### src/design/double_ended_queue_macros.svh
// ----------------------------------------------------------------------------
// Double-ended queue assertion macros
// Shared concurrent assertion forms used by the queue's own checks.
// ----------------------------------------------------------------------------
`ifndef DOUBLE_ENDED_QUEUE_MACROS_SVH
`define DOUBLE_ENDED_QUEUE_MACROS_SVH

// Same-cycle implication, disabled while reset is asserted.
`define DEQ_ASSERT_NOW(label, clk, rst_n, ante, cons, msg) \
    label: assert property (@(posedge clk) disable iff (!rst_n) (ante) |-> (cons)) \
        else $error(msg);

// Next-cycle implication, disabled while reset is asserted.
`define DEQ_ASSERT_NEXT(label, clk, rst_n, ante, cons, msg) \
    label: assert property (@(posedge clk) disable iff (!rst_n) (ante) |=> (cons)) \
        else $error(msg);

`endif

### src/design/deq_pkg.sv
// ----------------------------------------------------------------------------
// Double-ended queue package
// Operation codes and fixed field widths shared by the queue's files.
// ----------------------------------------------------------------------------
package deq_pkg;

    localparam int OP_W = 3;

    typedef enum logic [OP_W-1:0] {
        OP_PUSH_FRONT = 3'd0,
        OP_PUSH_BACK  = 3'd1,
        OP_POP_FRONT  = 3'd2,
        OP_POP_BACK   = 3'd3,
        OP_CLEAR      = 3'd4
    } op_t;

endpackage

### src/design/deq_if.sv
// ----------------------------------------------------------------------------
// Double-ended queue channels
// Valid/ready channels for operation requests and their results.
// ----------------------------------------------------------------------------
interface deq_req_if #(
    parameter int DATA_WIDTH = 32
);
    logic                         valid;
    logic                         ready;
    logic [deq_pkg::OP_W-1:0]     op;
    logic signed [DATA_WIDTH-1:0] push_value;

    modport source (output valid, output op, output push_value, input ready);
    modport sink (input valid, input op, input push_value, output ready);
endinterface

interface deq_rsp_if #(
    parameter int DATA_WIDTH = 32,
    parameter int COUNT_W    = 5
);
    logic                         valid;
    logic                         ready;
    logic signed [DATA_WIDTH-1:0] pop_value;
    logic                         was_empty;
    logic                         was_full;
    logic [COUNT_W-1:0]           entry_count;

    modport source (
        output valid, output pop_value, output was_empty, output was_full,
        output entry_count, input ready
    );
    modport sink (
        input valid, input pop_value, input was_empty, input was_full,
        input entry_count, output ready
    );
endinterface

### src/design/deq_store.sv
// ----------------------------------------------------------------------------
// Double-ended queue ring store
// One write port and one read port with registered read data.
// ----------------------------------------------------------------------------
module deq_store #(
    parameter int   DEPTH      = 16,
    parameter int   DATA_WIDTH = 32,
    localparam int  ADDR_W     = $clog2(DEPTH)
) (
    input  logic                  clk,
    input  logic                  wr_en,
    input  logic [ADDR_W-1:0]     wr_addr,
    input  logic [DATA_WIDTH-1:0] wr_data,
    input  logic                  rd_en,
    input  logic [ADDR_W-1:0]     rd_addr,
    output logic [DATA_WIDTH-1:0] rd_data
);

    logic [DATA_WIDTH-1:0] ring_reg [DEPTH];
    logic [DATA_WIDTH-1:0] rd_data_reg;

    always_ff @(posedge clk)
    begin
        if (wr_en)
        begin
            ring_reg[wr_addr] <= wr_data;
        end
        if (rd_en)
        begin
            rd_data_reg <= ring_reg[rd_addr];
        end
    end

    assign rd_data = rd_data_reg;

endmodule

### src/design/double_ended_queue.sv
// ----------------------------------------------------------------------------
// Double-ended queue
// A queue of signed words in a ring store that can be pushed and popped at
// either end, or cleared. Every request gives exactly one result carrying the
// popped word (the most negative word when nothing was popped), a flag for a
// pop on an empty queue, a flag for a refused push on a full store, and the
// number of entries held afterwards. One request is accepted in every cycle
// unless a result waits for a stalled sink, and its result appears in the
// following cycle from the registered read of the ring store; the front
// pointer and the count move at the accepting edge. A result still waiting
// for the sink does not block a request in the cycle the sink takes it.
// ----------------------------------------------------------------------------
`include "double_ended_queue_macros.svh"

module double_ended_queue #(
    parameter int DEPTH      = 16,
    parameter int DATA_WIDTH = 32
) (
    input  logic       clk,
    input  logic       rst_n,
    deq_req_if.sink    req,
    deq_rsp_if.source  rsp
);

    localparam int IDX_W = $clog2(DEPTH);
    localparam int CNT_W = $clog2(DEPTH + 1);

    localparam logic [CNT_W-1:0]      DEPTH_C  = CNT_W'(DEPTH);
    localparam logic [CNT_W:0]        DEPTH_X  = (CNT_W + 1)'(DEPTH);
    localparam logic [IDX_W-1:0]      LAST_IDX = IDX_W'(DEPTH - 1);
    localparam logic [DATA_WIDTH-1:0] DATA_MIN = {1'b1, {(DATA_WIDTH - 1){1'b0}}};

    logic                  accept;
    logic [IDX_W-1:0]      front_reg;
    logic [IDX_W-1:0]      front_next;
    logic [CNT_W-1:0]      count_reg;
    logic [CNT_W-1:0]      count_next;
    logic                  rsp_valid_reg;
    logic                  rsp_valid_next;
    logic                  pop_hit_reg;
    logic                  was_empty_reg;
    logic                  was_full_reg;

    logic                  is_empty;
    logic                  is_full;
    logic [CNT_W:0]        back_sum;
    logic [CNT_W:0]        back_wrap;
    logic [IDX_W-1:0]      tail_idx;
    logic [IDX_W-1:0]      last_idx;
    logic [IDX_W-1:0]      prev_front;
    logic [IDX_W-1:0]      succ_front;

    logic                  do_write;
    logic                  do_read;
    logic [IDX_W-1:0]      wr_addr;
    logic [IDX_W-1:0]      rd_addr;
    logic                  empty_flag;
    logic                  full_flag;
    logic [DATA_WIDTH-1:0] rd_data;

    assign accept    = req.valid && req.ready;
    assign req.ready = !rsp_valid_reg || rsp.ready;

    assign is_empty   = (count_reg == '0);
    assign is_full    = (count_reg == DEPTH_C);
    assign back_sum   = (CNT_W + 1)'(front_reg) + (CNT_W + 1)'(count_reg);
    assign back_wrap  = (back_sum >= DEPTH_X) ? (back_sum - DEPTH_X) : back_sum;
    assign tail_idx   = back_wrap[IDX_W-1:0];
    assign last_idx   = (tail_idx == '0) ? LAST_IDX : (tail_idx - 1'b1);
    assign prev_front = (front_reg == '0) ? LAST_IDX : (front_reg - 1'b1);
    assign succ_front = (front_reg == LAST_IDX) ? '0 : (front_reg + 1'b1);

    always_comb
    begin
        front_next = front_reg;
        count_next = count_reg;
        do_write   = 1'b0;
        do_read    = 1'b0;
        wr_addr    = tail_idx;
        rd_addr    = front_reg;
        empty_flag = 1'b0;
        full_flag  = 1'b0;
        unique case (req.op)
            deq_pkg::OP_PUSH_FRONT:
            begin
                if (is_full)
                begin
                    full_flag = 1'b1;
                end
                else
                begin
                    front_next = prev_front;
                    wr_addr    = prev_front;
                    do_write   = 1'b1;
                    count_next = count_reg + 1'b1;
                end
            end
            deq_pkg::OP_PUSH_BACK:
            begin
                if (is_full)
                begin
                    full_flag = 1'b1;
                end
                else
                begin
                    wr_addr    = tail_idx;
                    do_write   = 1'b1;
                    count_next = count_reg + 1'b1;
                end
            end
            deq_pkg::OP_POP_FRONT:
            begin
                if (is_empty)
                begin
                    empty_flag = 1'b1;
                end
                else
                begin
                    rd_addr    = front_reg;
                    do_read    = 1'b1;
                    front_next = succ_front;
                    count_next = count_reg - 1'b1;
                end
            end
            deq_pkg::OP_POP_BACK:
            begin
                if (is_empty)
                begin
                    empty_flag = 1'b1;
                end
                else
                begin
                    rd_addr    = last_idx;
                    do_read    = 1'b1;
                    count_next = count_reg - 1'b1;
                end
            end
            deq_pkg::OP_CLEAR:
            begin
                front_next = '0;
                count_next = '0;
            end
            default:
            begin
                front_next = front_reg;
            end
        endcase
    end

    always_comb
    begin
        priority if (accept)
        begin
            rsp_valid_next = 1'b1;
        end
        else if (rsp.ready)
        begin
            rsp_valid_next = 1'b0;
        end
        else
        begin
            rsp_valid_next = rsp_valid_reg;
        end
    end

    always_ff @(posedge clk or negedge rst_n)
    begin
        if (!rst_n)
        begin
            front_reg     <= '0;
            count_reg     <= '0;
            rsp_valid_reg <= 1'b0;
        end
        else
        begin
            rsp_valid_reg <= rsp_valid_next;
            if (accept)
            begin
                front_reg <= front_next;
                count_reg <= count_next;
            end
        end
    end

    always_ff @(posedge clk)
    begin
        if (accept)
        begin
            pop_hit_reg   <= do_read;
            was_empty_reg <= empty_flag;
            was_full_reg  <= full_flag;
        end
    end

    deq_store #(
        .DEPTH      (DEPTH),
        .DATA_WIDTH (DATA_WIDTH)
    ) u_store (
        .clk     (clk),
        .wr_en   (accept && do_write),
        .wr_addr (wr_addr),
        .wr_data (req.push_value),
        .rd_en   (accept && do_read),
        .rd_addr (rd_addr),
        .rd_data (rd_data)
    );

    // The count register already holds the count after the request on show,
    // as it only moves when the next request is accepted.
    assign rsp.valid       = rsp_valid_reg;
    assign rsp.pop_value   = pop_hit_reg ? rd_data : DATA_MIN;
    assign rsp.was_empty   = was_empty_reg;
    assign rsp.was_full    = was_full_reg;
    assign rsp.entry_count = count_reg;

    `DEQ_ASSERT_NEXT(a_result_follows, clk, rst_n, accept, rsp_valid_reg, "request without result")
    `DEQ_ASSERT_NOW(a_empty_count, clk, rst_n, rsp_valid_reg && was_empty_reg, count_reg == '0, "empty pop with entries held")
    `DEQ_ASSERT_NOW(a_full_count, clk, rst_n, rsp_valid_reg && was_full_reg, count_reg == DEPTH_C, "refused push below capacity")
    `DEQ_ASSERT_NEXT(a_count_hold, clk, rst_n, !accept, $stable(count_reg) && $stable(front_reg), "pointer moved without request")

endmodule

### src/flat_wrapper.sv
// flat-port wrapper written by rule: the top's interface ports become plain ports
module double_ended_queue_flat 
#(
    parameter int DEPTH      = 16,
    parameter int DATA_WIDTH = 32
)
  (clk, rst_n, req_valid, req_op, req_push_value, req_ready, rsp_valid, rsp_pop_value, rsp_was_empty, rsp_was_full, rsp_entry_count, rsp_ready);
  deq_req_if #(.DATA_WIDTH(DATA_WIDTH)) req_i ();
  deq_rsp_if #(.DATA_WIDTH(DATA_WIDTH), .COUNT_W((5))) rsp_i ();
  input  logic clk;
  input  logic rst_n;
  input wire logic [$bits(req_i.valid)-1:0] req_valid;
  input wire logic [$bits(req_i.op)-1:0] req_op;
  input wire logic [$bits(req_i.push_value)-1:0] req_push_value;
  output wire logic [$bits(req_i.ready)-1:0] req_ready;
  output wire logic [$bits(rsp_i.valid)-1:0] rsp_valid;
  output wire logic [$bits(rsp_i.pop_value)-1:0] rsp_pop_value;
  output wire logic [$bits(rsp_i.was_empty)-1:0] rsp_was_empty;
  output wire logic [$bits(rsp_i.was_full)-1:0] rsp_was_full;
  output wire logic [$bits(rsp_i.entry_count)-1:0] rsp_entry_count;
  input wire logic [$bits(rsp_i.ready)-1:0] rsp_ready;
  assign req_i.valid = req_valid;
  assign req_i.op = req_op;
  assign req_i.push_value = req_push_value;
  assign req_ready = req_i.ready;
  assign rsp_valid = rsp_i.valid;
  assign rsp_pop_value = rsp_i.pop_value;
  assign rsp_was_empty = rsp_i.was_empty;
  assign rsp_was_full = rsp_i.was_full;
  assign rsp_entry_count = rsp_i.entry_count;
  assign rsp_i.ready = rsp_ready;
  double_ended_queue #(.DEPTH(DEPTH), .DATA_WIDTH(DATA_WIDTH)) u_core (.clk(clk), .rst_n(rst_n), .req(req_i), .rsp(rsp_i));
endmodule
### config.mk
export PLATFORM = sky130hd
export DESIGN_NAME = double_ended_queue_flat
export DESIGN_NICKNAME = d
export VERILOG_FILES = /design/src/design/deq_pkg.sv /design/src/design/deq_if.sv /design/src/design/deq_store.sv /design/src/design/double_ended_queue.sv /design/src/flat_wrapper.sv
export VERILOG_INCLUDE_DIRS = /design/src /design/src/design
export SDC_FILE = /design/constraint.sdc
export NUM_CORES = 1
export LEC_CHECK = 0
export ABC_AREA = 1
export BUFFER_PORTS_ARGS = -buffer_cell sky130_fd_sc_hd__buf_2
export CORE_MARGIN = 4
export CORE_UTILIZATION = 55
export DETAILED_ROUTE_END_ITERATION = 16
export MAX_ROUTING_LAYER = met4
export PLACE_DENSITY = 0.72
export SLEW_MARGIN = 20
export SYNTH_ARGS = -nofsm -noshare
export SYNTH_HDL_FRONTEND = slang
export SYNTH_SLANG_ARGS = --single-unit
### constraint.sdc
create_clock -name clk -period 4.3 [get_ports clk]
set_clock_uncertainty 0.2 [all_clocks]
set_input_delay 0.215 -clock clk [delete_from_list [all_inputs] [get_ports clk]]
set_output_delay 0.215 -clock clk [all_outputs]
set_load 0.005 [all_outputs]
# After elaboration in Yosys (flattened, before gate mapping)
# Memories as Yosys holds them, arrays and structs flattened. A register that Yosys moved wholly into a read port is not among the register bits.
# Cells that the tools add are included.
# totals
out_inout_bits	41
latchBits	0
mem_count	1
rom_bits	0
register_bits	13
ram_bits	512
# memory_table
name	depth	width	rd	rd_ports_with_merged_regs	write_ports	line_no	source
u_core.u_store.ring_reg	16	32	1	1	1	deq_store.sv:19	logic [DATA_WIDTH-1:0] ring_reg [DEPTH];
# op_classes
mul	0
div_mod_pow	0
eq_ne	10
shifts	0
addsub	7
n_reduce_logical	16
bitwise_logic	0
magnitude_cmp	1
mux	25
# op_table
op	count
4-bit 2-to-1 mux	10
32-bit 2-to-1 mux	1
5-bit one-hot mux with 3 select lines	1
4-bit one-hot mux with 3 select lines	1
4-bit by 1-bit subtractor with 4-bit output (second input constant)	3
1-bit 2-to-1 mux	10
5-bit 2-to-1 mux	2
4-bit zero test	2
2-bit inequality test (second input constant)	4
4-bit AND reduction	2
4-bit by 5-bit adder with 6-bit output	1
3-bit by 2-bit == test with 1-bit output (second input constant)	2
6-bit by 5-bit greater-or-equal comparator with 1-bit output (second input constant)	1
3-bit nonzero test	2
5-bit by 1-bit adder with 5-bit output (second input constant)	1
5-bit == test (second input constant)	1
5-bit zero test	1
5-bit by 1-bit subtractor with 5-bit output (second input constant)	1
4-bit by 1-bit adder with 4-bit output (second input constant)	1
4-bit == test (second input constant)	1
2-bit OR reduction	2
3-bit by 1-bit == test with 1-bit output (second input constant)	1
3-bit == test (second input constant)	1
1-bit logical AND	3
other kinds (4)	4

# Logic depth before layout (Yosys ltp)
# Gate-level depths: netlist of run 1.
# logic_depth
ltp_word	7
depth_mapped	14
ltp_nobuf	13

# By module
# A second synthesis of run 1 with hierarchy kept.
# unflattened
hier_cells	2387
hier_area_um2	24623.6
# by_module_without_submodules
mod	area_each_um2	seq_area_each_um2	cells_each	instances
deq_store	23050.9	16335.7	2120	1
double_ended_queue	1572.8	340.3	267	1

# Least setup slack after synthesis of run 1
# OpenSTA, ideal clock, no wires.
# synth_path
path_kind	register to register
startpoint	register u_core.count_reg[0], in the netlist u_core.rsp.entry_count[0]
endpoint	memory u_core.u_store.ring_reg[0][0], enable pin
required_ns	3.679
path_stages_with_launch	9
path_buffers	0
t_arrival_ns	3.022
setup_time_ns	0.421
path_slack_ns	0.657
cell_sequence	dfrtp_1 ha_1 fa_1 xor2_1 nand2_1 o21ai_0 inv_1 nand2_1 nor2_1
# synth_between
elab_chain_cells	6
elab_cells_between_ends	12
cone_classes	add/sub (2); order compare (1); eq/ne (1); mux (7); reduce/logical (1)
# synth_lines
element	line_no	source
start, declared	double_ended_queue.sv:36	logic [CNT_W-1:0] count_reg;
start signal, assigned	double_ended_queue.sv:180	count_reg <= count_next;
branches (longest 6 deep; another with 4-bit by 5-bit adder with 6-bit output)	n/a	
end, declared	deq_store.sv:19	
# Parallel ways; which one is timed is not known.

# Final worst setup path of run 1
# layout_path
startpoint	register u_core.count_reg[0], in the netlist u_core.rsp.entry_count[0]
endpoint	register u_core.u_store.rd_data_reg[14], in the netlist u_core.u_store.rd_data[14], read port of u_core.u_store.ring_reg (data pin)
# layout_between
elab_chain_cells	7
elab_cells_between_ends	13
cone_classes	add/sub (3); order compare (1); mux (6); reduce/logical (3)
# layout_lines
element	line_no	source
4-bit by 5-bit adder with 6-bit output	double_ended_queue.sv:66	assign back_sum = (CNT_W + 1)'(front_reg) + (CNT_W + 1)'(count_reg);
6-bit by 5-bit greater-or-equal comparator with 1-bit output / 4-bit by 1-bit subtractor with 4-bit output (equally long branches)	double_ended_queue.sv:67	assign back_wrap = (back_sum >= DEPTH_X) ? (back_sum - DEPTH_X) : back_sum;
4-bit 2-to-1 mux	double_ended_queue.sv:67	
4-bit by 1-bit subtractor with 4-bit output / 4-bit zero test (equally long branches)	double_ended_queue.sv:69	assign last_idx = (tail_idx == '0) ? LAST_IDX : (tail_idx - 1'b1);
4-bit 2-to-1 mux	double_ended_queue.sv:69	
4-bit 2-to-1 mux	double_ended_queue.sv:127	if (is_empty)
4-bit 2-to-1 mux	n/a	
end, declared	deq_store.sv:20	logic [DATA_WIDTH-1:0] rd_data_reg;
# Several ways; a longest one is shown, not always the timed one.
# A chain may end at the register's enable or synchronous reset.

==> flow_metrics.env, run 1 <==
export IMPL_outcome="complete, no violations"
export IMPL_seq_power_share=0.386
export IMPL_cts_buffers=54
export IMPL_async_flop_share=0.0180
export IMPL_cts_tree="done"
export IMPL_powerDensity_nw_per_um2=596
export IMPL_syn_avg_cell_area_um2=10.3
export IMPL_cts_sinks=557
export IMPL_cts_resized=0
export IMPL_path_max_fanout=64
export IMPL_wire_per_inst_um=20.6
export IMPL_power_share_clock=0.255
export IMPL_yosys_top_cells_area="edfxtp_1 (66%), nand3_1 (14%), inv_1 (8.6%), nand2_1 (6.0%), buf_2 (1.4%)"
export IMPL_synth_top_area_cell="edfxtp_1"
export IMPL_place_hpwl_um=35000
export IMPL_p_leak_uw=0.0123
export IMPL_grt_pass1_wl_um=99500
export IMPL_fin_nets=2584
export IMPL_crit_path_start_kind="register"
export IMPL_clk_pin_slew_ns=0.06
export IMPL_crit_required_ns=4.45
export IMPL_finalSetupTns_ns=0
export IMPL_synth_edf_count=547
export IMPL_drt_wl_total_um=65200
export IMPL_setup_violations=0
export IMPL_antenna_found_initial=4
export IMPL_coreArea_um2=44600
export IMPL_min_period_over_period=0.844
export IMPL_yosysSeqAreaShare=0.665
export IMPL_dieArea_um2=49100
export IMPL_critPathArrivalTime_ns=3.78
export IMPL_start_util=0.562
export IMPL_htreeDepth=2
export IMPL_postLayoutCoreUtil=0.635
export IMPL_worst_slew_pin_slew_ns=1.07
export IMPL_synth_distinct_cells=31
export IMPL_ant_nets=0
export IMPL_drc_errors=0
export IMPL_largest_register_ffs=512
export IMPL_cts_max_path_buffers=3
export IMPL_fmax_mhz=276
export IMPL_grt_pass1_vias=17516
export IMPL_place_congestion=0.903
export IMPL_cts_root_buffer="clkbuf_16"
export IMPL_ys_top_cells_by_count="nand3_1 (692), inv_1 (577), edfxtp_1 (547)"
export IMPL_synth_seq_cells=557
export IMPL_synth_main_ff_cell="edfxtp_1"
export IMPL_path_class="register to register"
export IMPL_ios=80
export IMPL_die_w_um=221
export IMPL_finalCriticalPeriod_ns=3.63
export IMPL_rsz0062_at_grt="false"
export IMPL_synth_warnings=0
export IMPL_grt_max_degree=129
export IMPL_synth_cells=2442
export IMPL_vdd_drop_max_uv=682
export IMPL_p_int_uw=10500
export IMPL_p_sw_frac=0.379
export IMPL_grt_use_total=0.267
export IMPL_combPwrFrac=0.358
export IMPL_initialDrtViolationCount=2274
export IMPL_cp_end_kind="register"
export IMPL_synth_top_area_share=0.655
export IMPL_syn_nets=2493
export IMPL_num_vias=18011
export IMPL_switching_power_uw=6390
export IMPL_area_growth_pct=12.9
export IMPL_maxCapViolations=0
export IMPL_slew_violations=0
export IMPL_drive_gt1_frac=0.0859
export IMPL_hold_viol=0
export IMPL_synth_most_common_cell="nand3_1"
export IMPL_synth_area_um2=25100
export IMPL_slew_headroom=0.283
export IMPL_avgViaCountPerCell=5.68
export IMPL_firstDrtPassIters=5
export IMPL_grt_overflow=0
export IMPL_fp_row_count=77
export IMPL_worstSkewPairLatency_ns=0.60
export IMPL_die_height_um=221
export IMPL_port_buffers=79
export IMPL_min_path_type="primary input to register"
power by group through the flow:
stage / registers (uW) / clock network [uW] / logic (uW)
after floorplan: 6580 / 0 / 4080
after CTS: 6520 / 4360 / 5970
after global routing: 6540 / 4600 / 6570
after global placement: 6620 / 0 / 5760
after detailed placement: 6630 / 0 / 5900
final: 6520 / 4310 / 6050
critical path: stages, from the launching register on:
cell and delay, ns:
dfrtp_1 0.48, ha_1 0.28, fa_1 0.54, inv_1 0.09
ha_1 0.24, nand2_1 0.10, nand2_1 0.05, nor2_1 0.11
nand2_1 0.08, nand2_2 0.07, buf_4 0.73, nand3_1 0.19
nand3_1 0.13, nand2_1 0.07
cells by family after synthesis:
kind of cell / after synthesis / share of synthesized area
compound gates: 28 / 0.00619
xor+xnor: 7 / 0.00245
fa+ha+maj: 12 / 0.00659
buf+inv: 706 / 0.113
flops: 557 / 0.665
simple gates: 1132 / 0.206
per-layer routing:
layer / GRT usage / up-vias / routed length (um)
met5: - / - / 0
met4: 0.105 / 0 / 2360
met3: 0.0361 / 192 / 6160
met2: 0.431 / 979 / 31200
met1: 0.349 / 8643 / 25500
li1: - / 8197 / -
final cells by class:
class                      count  area, um2
sequential                   557      16700
fill                        3422      16300
multi-input combinational   1179       5740
inverter                     578       2170
clock buffer                  69       1430
timing repair buffer         163       1390
tap                          592        741
clock inverter                27        145
antenna                        4       10.0
through the flow:
| stage | hold WS [ns] | instance area [um2] | worst slack, ns | total power, uW | cells |
|---|---|---|---|---|---|
| after floorplan | -0.281 | 25100 | 0.657 | 10700 | 2442 |
| after global placement | -0.104 | 26300 | 0.947 | 12400 | 3028 |
| after detailed placement | -0.101 | 26300 | 0.807 | 12500 | 3028 |
| after CTS | 0.317 | 28300 | 0.795 | 16800 | 3165 |
| after global routing | 0.349 | 28300 | 0.548 | 17700 | 3169 |
| final | 0.348 | 28300 | 0.671 | 16900 | 3169 |
timing repair:
item	in CTS	in global routing
setup endpoints to repair	0	0
hold endpoints to repair	532	0
buffers inserted	0	0
hold buffers	41	0
placed cells by master, fill, tap and decap left out, types with 2 or more instances in the layout:
cell	count
a21oi_1	6
buf_12	21
buf_2	79
buf_4	22
clkbuf_1	14
clkbuf_16	55
clkinv_1	17
clkinv_2	5
clkinv_8	2
clkinvlp_4	2
dfrtp_1	10
diode_2	4
dlygate4sd3_1	41
edfxtp_1	547
fa_1	2
ha_1	10
inv_1	577
nand2_1	397
nand2_2	2
nand2_4	5
nand3_1	691
nand3_4	2
nor2_1	10
nor2_2	2
nor2_4	18
nor3_1	2
o21ai_0	14
o21ai_4	2
o22ai_1	3
xnor2_1	3
xor2_1	4
path summary, 6_finish.rpt:
path	startpoint	endpoint	slack (ns)	depth (start not counted)
min in group asynchronous	rst_n	u_core.rsp.valid	0.47	3
worst max-delay path	u_core.rsp.entry_count[0]	u_core.u_store.rd_data[14]	0.67	13
worst min-delay path	req_push_value[23]	u_core.u_store.ring_reg[8][23]	0.35	2
max in group asynchronous	rst_n	u_core.front_reg[0]	3.07	3
worst min register to register	u_core.rsp.entry_count[4]	u_core.rsp.entry_count[4]	0.45	2
worst max register to register	u_core.rsp.entry_count[0]	u_core.u_store.rd_data[14]	0.67	13
(Power assumes the default switching activity.)
==> inputs of run 2 (changes only) <==
==> constraint.sdc (replaced) <==
create_clock -name clk -period 3.6 [get_ports clk]
set_clock_uncertainty 0.2 [all_clocks]
set_input_delay 0.18 -clock clk [delete_from_list [all_inputs] [get_ports clk]]
set_output_delay 0.18 -clock clk [all_outputs]
set_load 0.005 [all_outputs]
==> run 2 against run 1 <==
  * Cell area is 1.3% higher
  * Sequential cell count stayed put
  * Non-clock buffer count increased by 7
  * Largest cell class unchanged
  * Highest routed layer unchanged
==> flow_metrics.env, run 2 (same netlist as run 1, synthesis figures left out) <==
export IMPL_ant_nets=0
export IMPL_crit_path_start_kind="register"
export IMPL_cts_sinks=557
export IMPL_critPathBufInv=3
export IMPL_drc_errors=0
export IMPL_largest_register_ffs=512
export IMPL_path_class="register to register"
export IMPL_hold_viol=0
export IMPL_rr_worst_depth=14
export IMPL_critPathArrivalTime_ns=3.53
export IMPL_firstDrtPassIters=6
export IMPL_finalSetupTns_ns=0
export IMPL_crit_top_cell="nand2_1"
export IMPL_area_growth_pct=14.4
export IMPL_dieArea_um2=49100
export IMPL_rsz0062_at_grt="false"
export IMPL_grt_max_degree=117
export IMPL_grt_pass1_wl_um=101000
export IMPL_ios=80
export IMPL_slew_headroom=0.480
export IMPL_path_delay_family="adder cells"
export IMPL_place_congestion=0.871
export IMPL_p_leak_uw=0.0125
export IMPL_outcome="complete, no violations"
export IMPL_die_height_um=221
export IMPL_mostFrequentLayoutCell="nand3_1"
export IMPL_min_period_over_period=0.937
export IMPL_cts_max_path_buffers=3
export IMPL_slew_violations=0
export IMPL_fillers=3361
export IMPL_num_vias=18005
export IMPL_path_max_fanout=21
export IMPL_worst_path_max_delay_cell="fa_1"
export IMPL_postLayoutCoreUtil=0.643
export IMPL_final_cell_mix="nand3_1 (691), inv_1 (577), edfxtp_1 (547), nand2_1 (397), buf_2 (79)"
export IMPL_holdPathStages=2
export IMPL_grt_pass1_vias=17505
export IMPL_cts_resized=0
export IMPL_initialDrtViolationCount=2297
export IMPL_worst_slew_pin_slew_ns=0.781
export IMPL_max_stage_delay_ns=0.56
export IMPL_finalCriticalPeriod_ns=3.37
export IMPL_finalPower_uw=20800
export IMPL_place_hpwl_um=33900
export IMPL_cts_tree="done"
export IMPL_start_util=0.562
export IMPL_powerDensity_nw_per_um2=725
export IMPL_crit_chain="ha_1 > fa_1 > inv_1 > ha_1 > nand3b_1 > nand2_1 > nor2_1 > nand2_1 > nand2_2 > inv_2 > buf_12 > nand3_1 > nand3_1 > nand2_1"
export IMPL_setup_violations=0
export IMPL_htreeDepth=2
export IMPL_drive_gt1_frac=0.0897
export IMPL_port_buffers=79
export IMPL_clk_pin_slew_ns=0.06
export IMPL_fp_row_count=77
export IMPL_worstSkewPairLatency_ns=0.60
export IMPL_fin_nets=2593
export IMPL_vdd_drop_max_uv=608
export IMPL_coreArea_um2=44600
export IMPL_wire_per_inst_um=20.8
export IMPL_cts_root_buffer="clkbuf_16"
export IMPL_avgViaCountPerCell=5.66
export IMPL_finalNonFillerCells=3182
export IMPL_cp_end_kind="register"
export IMPL_min_path_type="primary input to register"
export IMPL_maxCapViolations=0
export IMPL_antenna_found_initial=3
export IMPL_grt_use_total=0.271
export IMPL_drt_wl_total_um=66100
export IMPL_fmax_mhz=296
export IMPL_cp_num_cells=14
export IMPL_cts_buffers=56
export IMPL_grt_overflow=0
export IMPL_die_w_um=221
export IMPL_dp_cells=3035
export IMPL_crit_required_ns=3.76
==> run 2: cell types whose count changed in the layout (fill, tap and decap cells not counted), sizes merged <==
cell      change
clkinvlp      -2
clkinv        +2
bufinv        +5
clkbuf        +2
buf           +7
diode         -1
==> run 2: area by class of cell <==
type / instances / area (um2) / share of cell area
antenna: 3 / 7.51 / 0.000262
inverter: 578 / 2170 / 0.0756
clock inverter: 32 / 280 / 0.00977
timing repair buffer: 170 / 1610 / 0.0560
multi-input combinational: 1179 / 5740 / 0.200
clock buffer: 71 / 1460 / 0.0508
sequential: 557 / 16700 / 0.581
tap: 592 / 741 / 0.0258
==> run 2: worst reg2reg max path, stage by stage (launching register included) <==
cell      delay (ns)
dfrtp_1         0.49
ha_1            0.27
fa_1            0.56
inv_1           0.09
ha_1            0.22
nand3b_1        0.16
nand2_1         0.07
nor2_1          0.04
nand2_1         0.07
nand2_2         0.08
inv_2           0.36
buf_12          0.25
nand3_1         0.12
nand3_1         0.09
nand2_1         0.05
==> run 2: worst paths after layout <==
check                           slack, ns                      start                             end
worst max-delay path                 0.23        u_core.front_reg[0]      u_core.u_store.rd_data[18]
worst min-delay path                 0.31         req_push_value[16]  u_core.u_store.ring_reg[1][16]
worst max register to register       0.23        u_core.front_reg[0]      u_core.u_store.rd_data[18]
worst min register to register       0.46  u_core.rsp.entry_count[2]       u_core.rsp.entry_count[2]
max in group asynchronous            2.43                      rst_n                u_core.rsp.valid
min in group asynchronous            0.41                      rst_n       u_core.rsp.entry_count[2]
==> run 2: timing repair <==
action	4_1_cts	5_1_grt
buffers inserted	0	0
endpoints found under the hold margin	533	0
hold buffers	41	0
==> run 2: report_power, final <==
group | leakage (uW) | switching, uW | internal [uW]
logic | 0.00663 | 5120 | 2340
registers | 0.00505 | 180 | 7600
clock network | 0.000843 | 2360 | 3200
total | 0.0125 | 7660 | 13100
==> run 2: per-layer routing <==
layer	up-vias	GRT usage	wire, um
li1	8206	-	-
met1	8616	0.342	25200
met2	982	0.450	32400
met3	201	0.0433	6030
met4	0	0.100	2520
met5	-	-	0
==> run 2: stage by stage <==
step	area, um2	setup WS, ns	hold WS (ns)
after floorplan	25100	-0.0419	-0.316
after global placement	26500	0.442	-0.142
after detailed placement	26500	0.300	-0.139
after CTS	28700	0.292	0.276
after global routing	28700	0.0502	0.312
final	28700	0.227	0.308
==> inputs of run 3 (changes only) <==
--- a/config.mk
+++ b/config.mk
@@ -11,7 +11,7 @@
 export CORE_MARGIN = 4
 export CORE_UTILIZATION = 55
 export DETAILED_ROUTE_END_ITERATION = 16
-export MAX_ROUTING_LAYER = met4
+export GPL_ROUTABILITY_DRIVEN = 0
 export PLACE_DENSITY = 0.72
 export SLEW_MARGIN = 20
 export SYNTH_ARGS = -nofsm -noshare
==> run 3 against run 2 <==
  * Sequential cell count stayed put
  * Combinational power barely moved
  * Power is essentially flat
  * Die area unchanged
  * Critical path type unchanged
  * Critical endpoint is now u_core.u_store.rd_data[14]
  * Largest power group unchanged
==> flow_metrics.env, run 3 (same netlist as run 1, synthesis figures left out) <==
export IMPL_outcome="complete, no violations"
export IMPL_rr_worst_depth=14
export IMPL_wire_per_inst_um=20.8
export IMPL_combPwrFrac=0.359
export IMPL_worstHoldStart="req_push_value[16]"
export IMPL_p_sw_frac=0.368
export IMPL_hold_viol=0
export IMPL_crit_top_cell="nand2_1"
export IMPL_place_hpwl_um=33900
export IMPL_worst_slew_pin_slew_ns=0.751
export IMPL_mostFrequentLayoutCell="nand3_1"
export IMPL_min_period_over_period=0.938
export IMPL_cts_tree="done"
export IMPL_switching_power_uw=7660
export IMPL_cts_setup_buffers=0
export IMPL_avgViaCountPerCell=5.65
export IMPL_seq_power_share=0.374
export IMPL_final_cell_mix="nand3_1 (691), inv_1 (577), edfxtp_1 (547), nand2_1 (397), buf_2 (79)"
export IMPL_grt_overflow=0
export IMPL_r2r_setup_slack_ns=0.22
export IMPL_coreArea_um2=44600
export IMPL_start_util=0.562
export IMPL_critPathLaunch="u_core.front_reg[0]"
export IMPL_drt_wl_total_um=66000
export IMPL_worst_path_max_delay_cell="fa_1"
export IMPL_setup_violations=0
export IMPL_postLayoutCoreUtil=0.643
export IMPL_worstReg2RegEnd="u_core.u_store.rd_data[14]"
export IMPL_worstSkewPairLatency_ns=0.60
export IMPL_cts_buffers=56
export IMPL_drc_errors=0
export IMPL_crit_chain="ha_1 > fa_1 > inv_1 > ha_1 > nand3b_1 > nand2_1 > nor2_1 > nand2_1 > nand2_2 > inv_2 > buf_12 > nand3_1 > nand3_1 > nand2_1"
export IMPL_path_max_fanout=21
export IMPL_rsz0062_at_grt="false"
export IMPL_grt_use_total=0.263
export IMPL_slew_headroom=0.499
export IMPL_htreeDepth=2
export IMPL_fin_ws_ns=0.224
export IMPL_crit_required_ns=3.74
export IMPL_holdPathStages=2
export IMPL_powerDensity_nw_per_um2=725
export IMPL_reg2reg_from="u_core.front_reg[0]"
export IMPL_fin_nets=2593
export IMPL_fillers=3360
export IMPL_largest_register_ffs=512
export IMPL_power_share_clock=0.268
export IMPL_ios=80
export IMPL_cts_sinks=557
export IMPL_area_growth_pct=14.4
export IMPL_fp_row_count=77
export IMPL_finalCriticalPeriod_ns=3.38
export IMPL_p_int_uw=13100
export IMPL_initialDrtViolationCount=2218
export IMPL_antenna_found_initial=3
export IMPL_grt_pass1_vias=17513
export IMPL_clk_pin_slew_ns=0.06
export IMPL_die_w_um=221
export IMPL_critPathArrivalTime_ns=3.52
export IMPL_fmax_mhz=296
export IMPL_ant_nets=0
export IMPL_place_ws_ns=0.300
export IMPL_min_to="u_core.u_store.ring_reg[9][16]"
export IMPL_dieArea_um2=49100
export IMPL_grt_pass1_wl_um=100000
export IMPL_drive_gt1_frac=0.0897
export IMPL_die_height_um=221
export IMPL_crit_path_start_kind="register"
export IMPL_port_buffers=79
export IMPL_path_class="register to register"
export IMPL_min_path_type="primary input to register"
export IMPL_vdd_drop_max_uv=606
export IMPL_grt_max_degree=117
export IMPL_cts_root_buffer="clkbuf_16"
export IMPL_num_vias=17976
export IMPL_slew_violations=0
export IMPL_max_stage_delay_ns=0.56
export IMPL_p_leak_uw=0.0125
export IMPL_firstDrtPassIters=6
export IMPL_cts_max_path_buffers=3
export IMPL_maxCapViolations=0
export IMPL_cp_end_kind="register"
[run 3: changes by cell type in the layout (fill, tap and decap cells not counted), sizes merged]
cell | before | now
diode | 3 | 2
[run 3: final cells by class]
cell class	instances	area, um2	area share
inverters	578	2170	0.0757
well taps	592	741	0.0258
diodes	2	5.00	0.000175
clock buffers	71	1460	0.0508
multi-input cells	1179	5740	0.200
clock inverters	32	280	0.00977
repair buffers	170	1610	0.0560
flip-flops and latches	557	16700	0.581
[run 3: worst max path at each step]
stage / to / slack [ns]
global route: u_core.u_store.ring_reg[4][31] / 0.04
finish: u_core.u_store.rd_data[14] / 0.22
floorplan: u_core.u_store.ring_reg[1][0] / -0.04
detailed placement: u_core.u_store.rd_data[18] / 0.30
CTS: u_core.u_store.rd_data[14] / 0.29
global placement: u_core.u_store.rd_data[18] / 0.44
[run 3: timing repair]
item | 4_1_cts | 5_1_grt
endpoints found under the hold margin | 533 | 0
hold buffers | 41 | 0
gates resized for setup | 0 | 0
[run 3: critical path: cells and delay by family, from the launching register on]
| family | cells | cell delay (ns) |
|---|---|---|
| fa+ha+maj | 3 | 1.05 |
| buf+inv | 3 | 0.69 |
| simple gates | 8 | 0.68 |
| flops | 1 | 0.49 |
[run 3: power groups by stage]
stage	clock, uW	combinational (uW)	sequential (uW)
floorplan	0	4890	7860
global placement	0	7140	7890
finish	5560	7460	7780
global route	5910	8120	7790
CTS	5620	7390	7770
detailed placement	0	7310	7900
[run 3: through the flow]
step           area (um2)  TNS, ns  power (uW)  std cells  hold slack, ns
2_1_floorplan       25100   -11.63       12700       2442          -0.316
3_3_place_gp        26500        0       15000       3035          -0.142
3_5_place_dp        26500        0       15200       3035          -0.139
4_1_cts             28700        0       20800       3179           0.276
5_1_grt             28700        0       21800       3181           0.312
6_report            28700        0       20800       3181           0.302
[run 3: metal layers]
| layer | global-route usage | part of all wire | vias to the layer above |
|---|---|---|---|
| met3 | 0.0448 | 0.094 | 190 |
| li1 | - | - | 8203 |
| met2 | 0.449 | 0.49 | 975 |
| met1 | 0.342 | 0.38 | 8606 |
| met5 | 0 | 0.00020 | - |
| met4 | 0.102 | 0.038 | 2 |
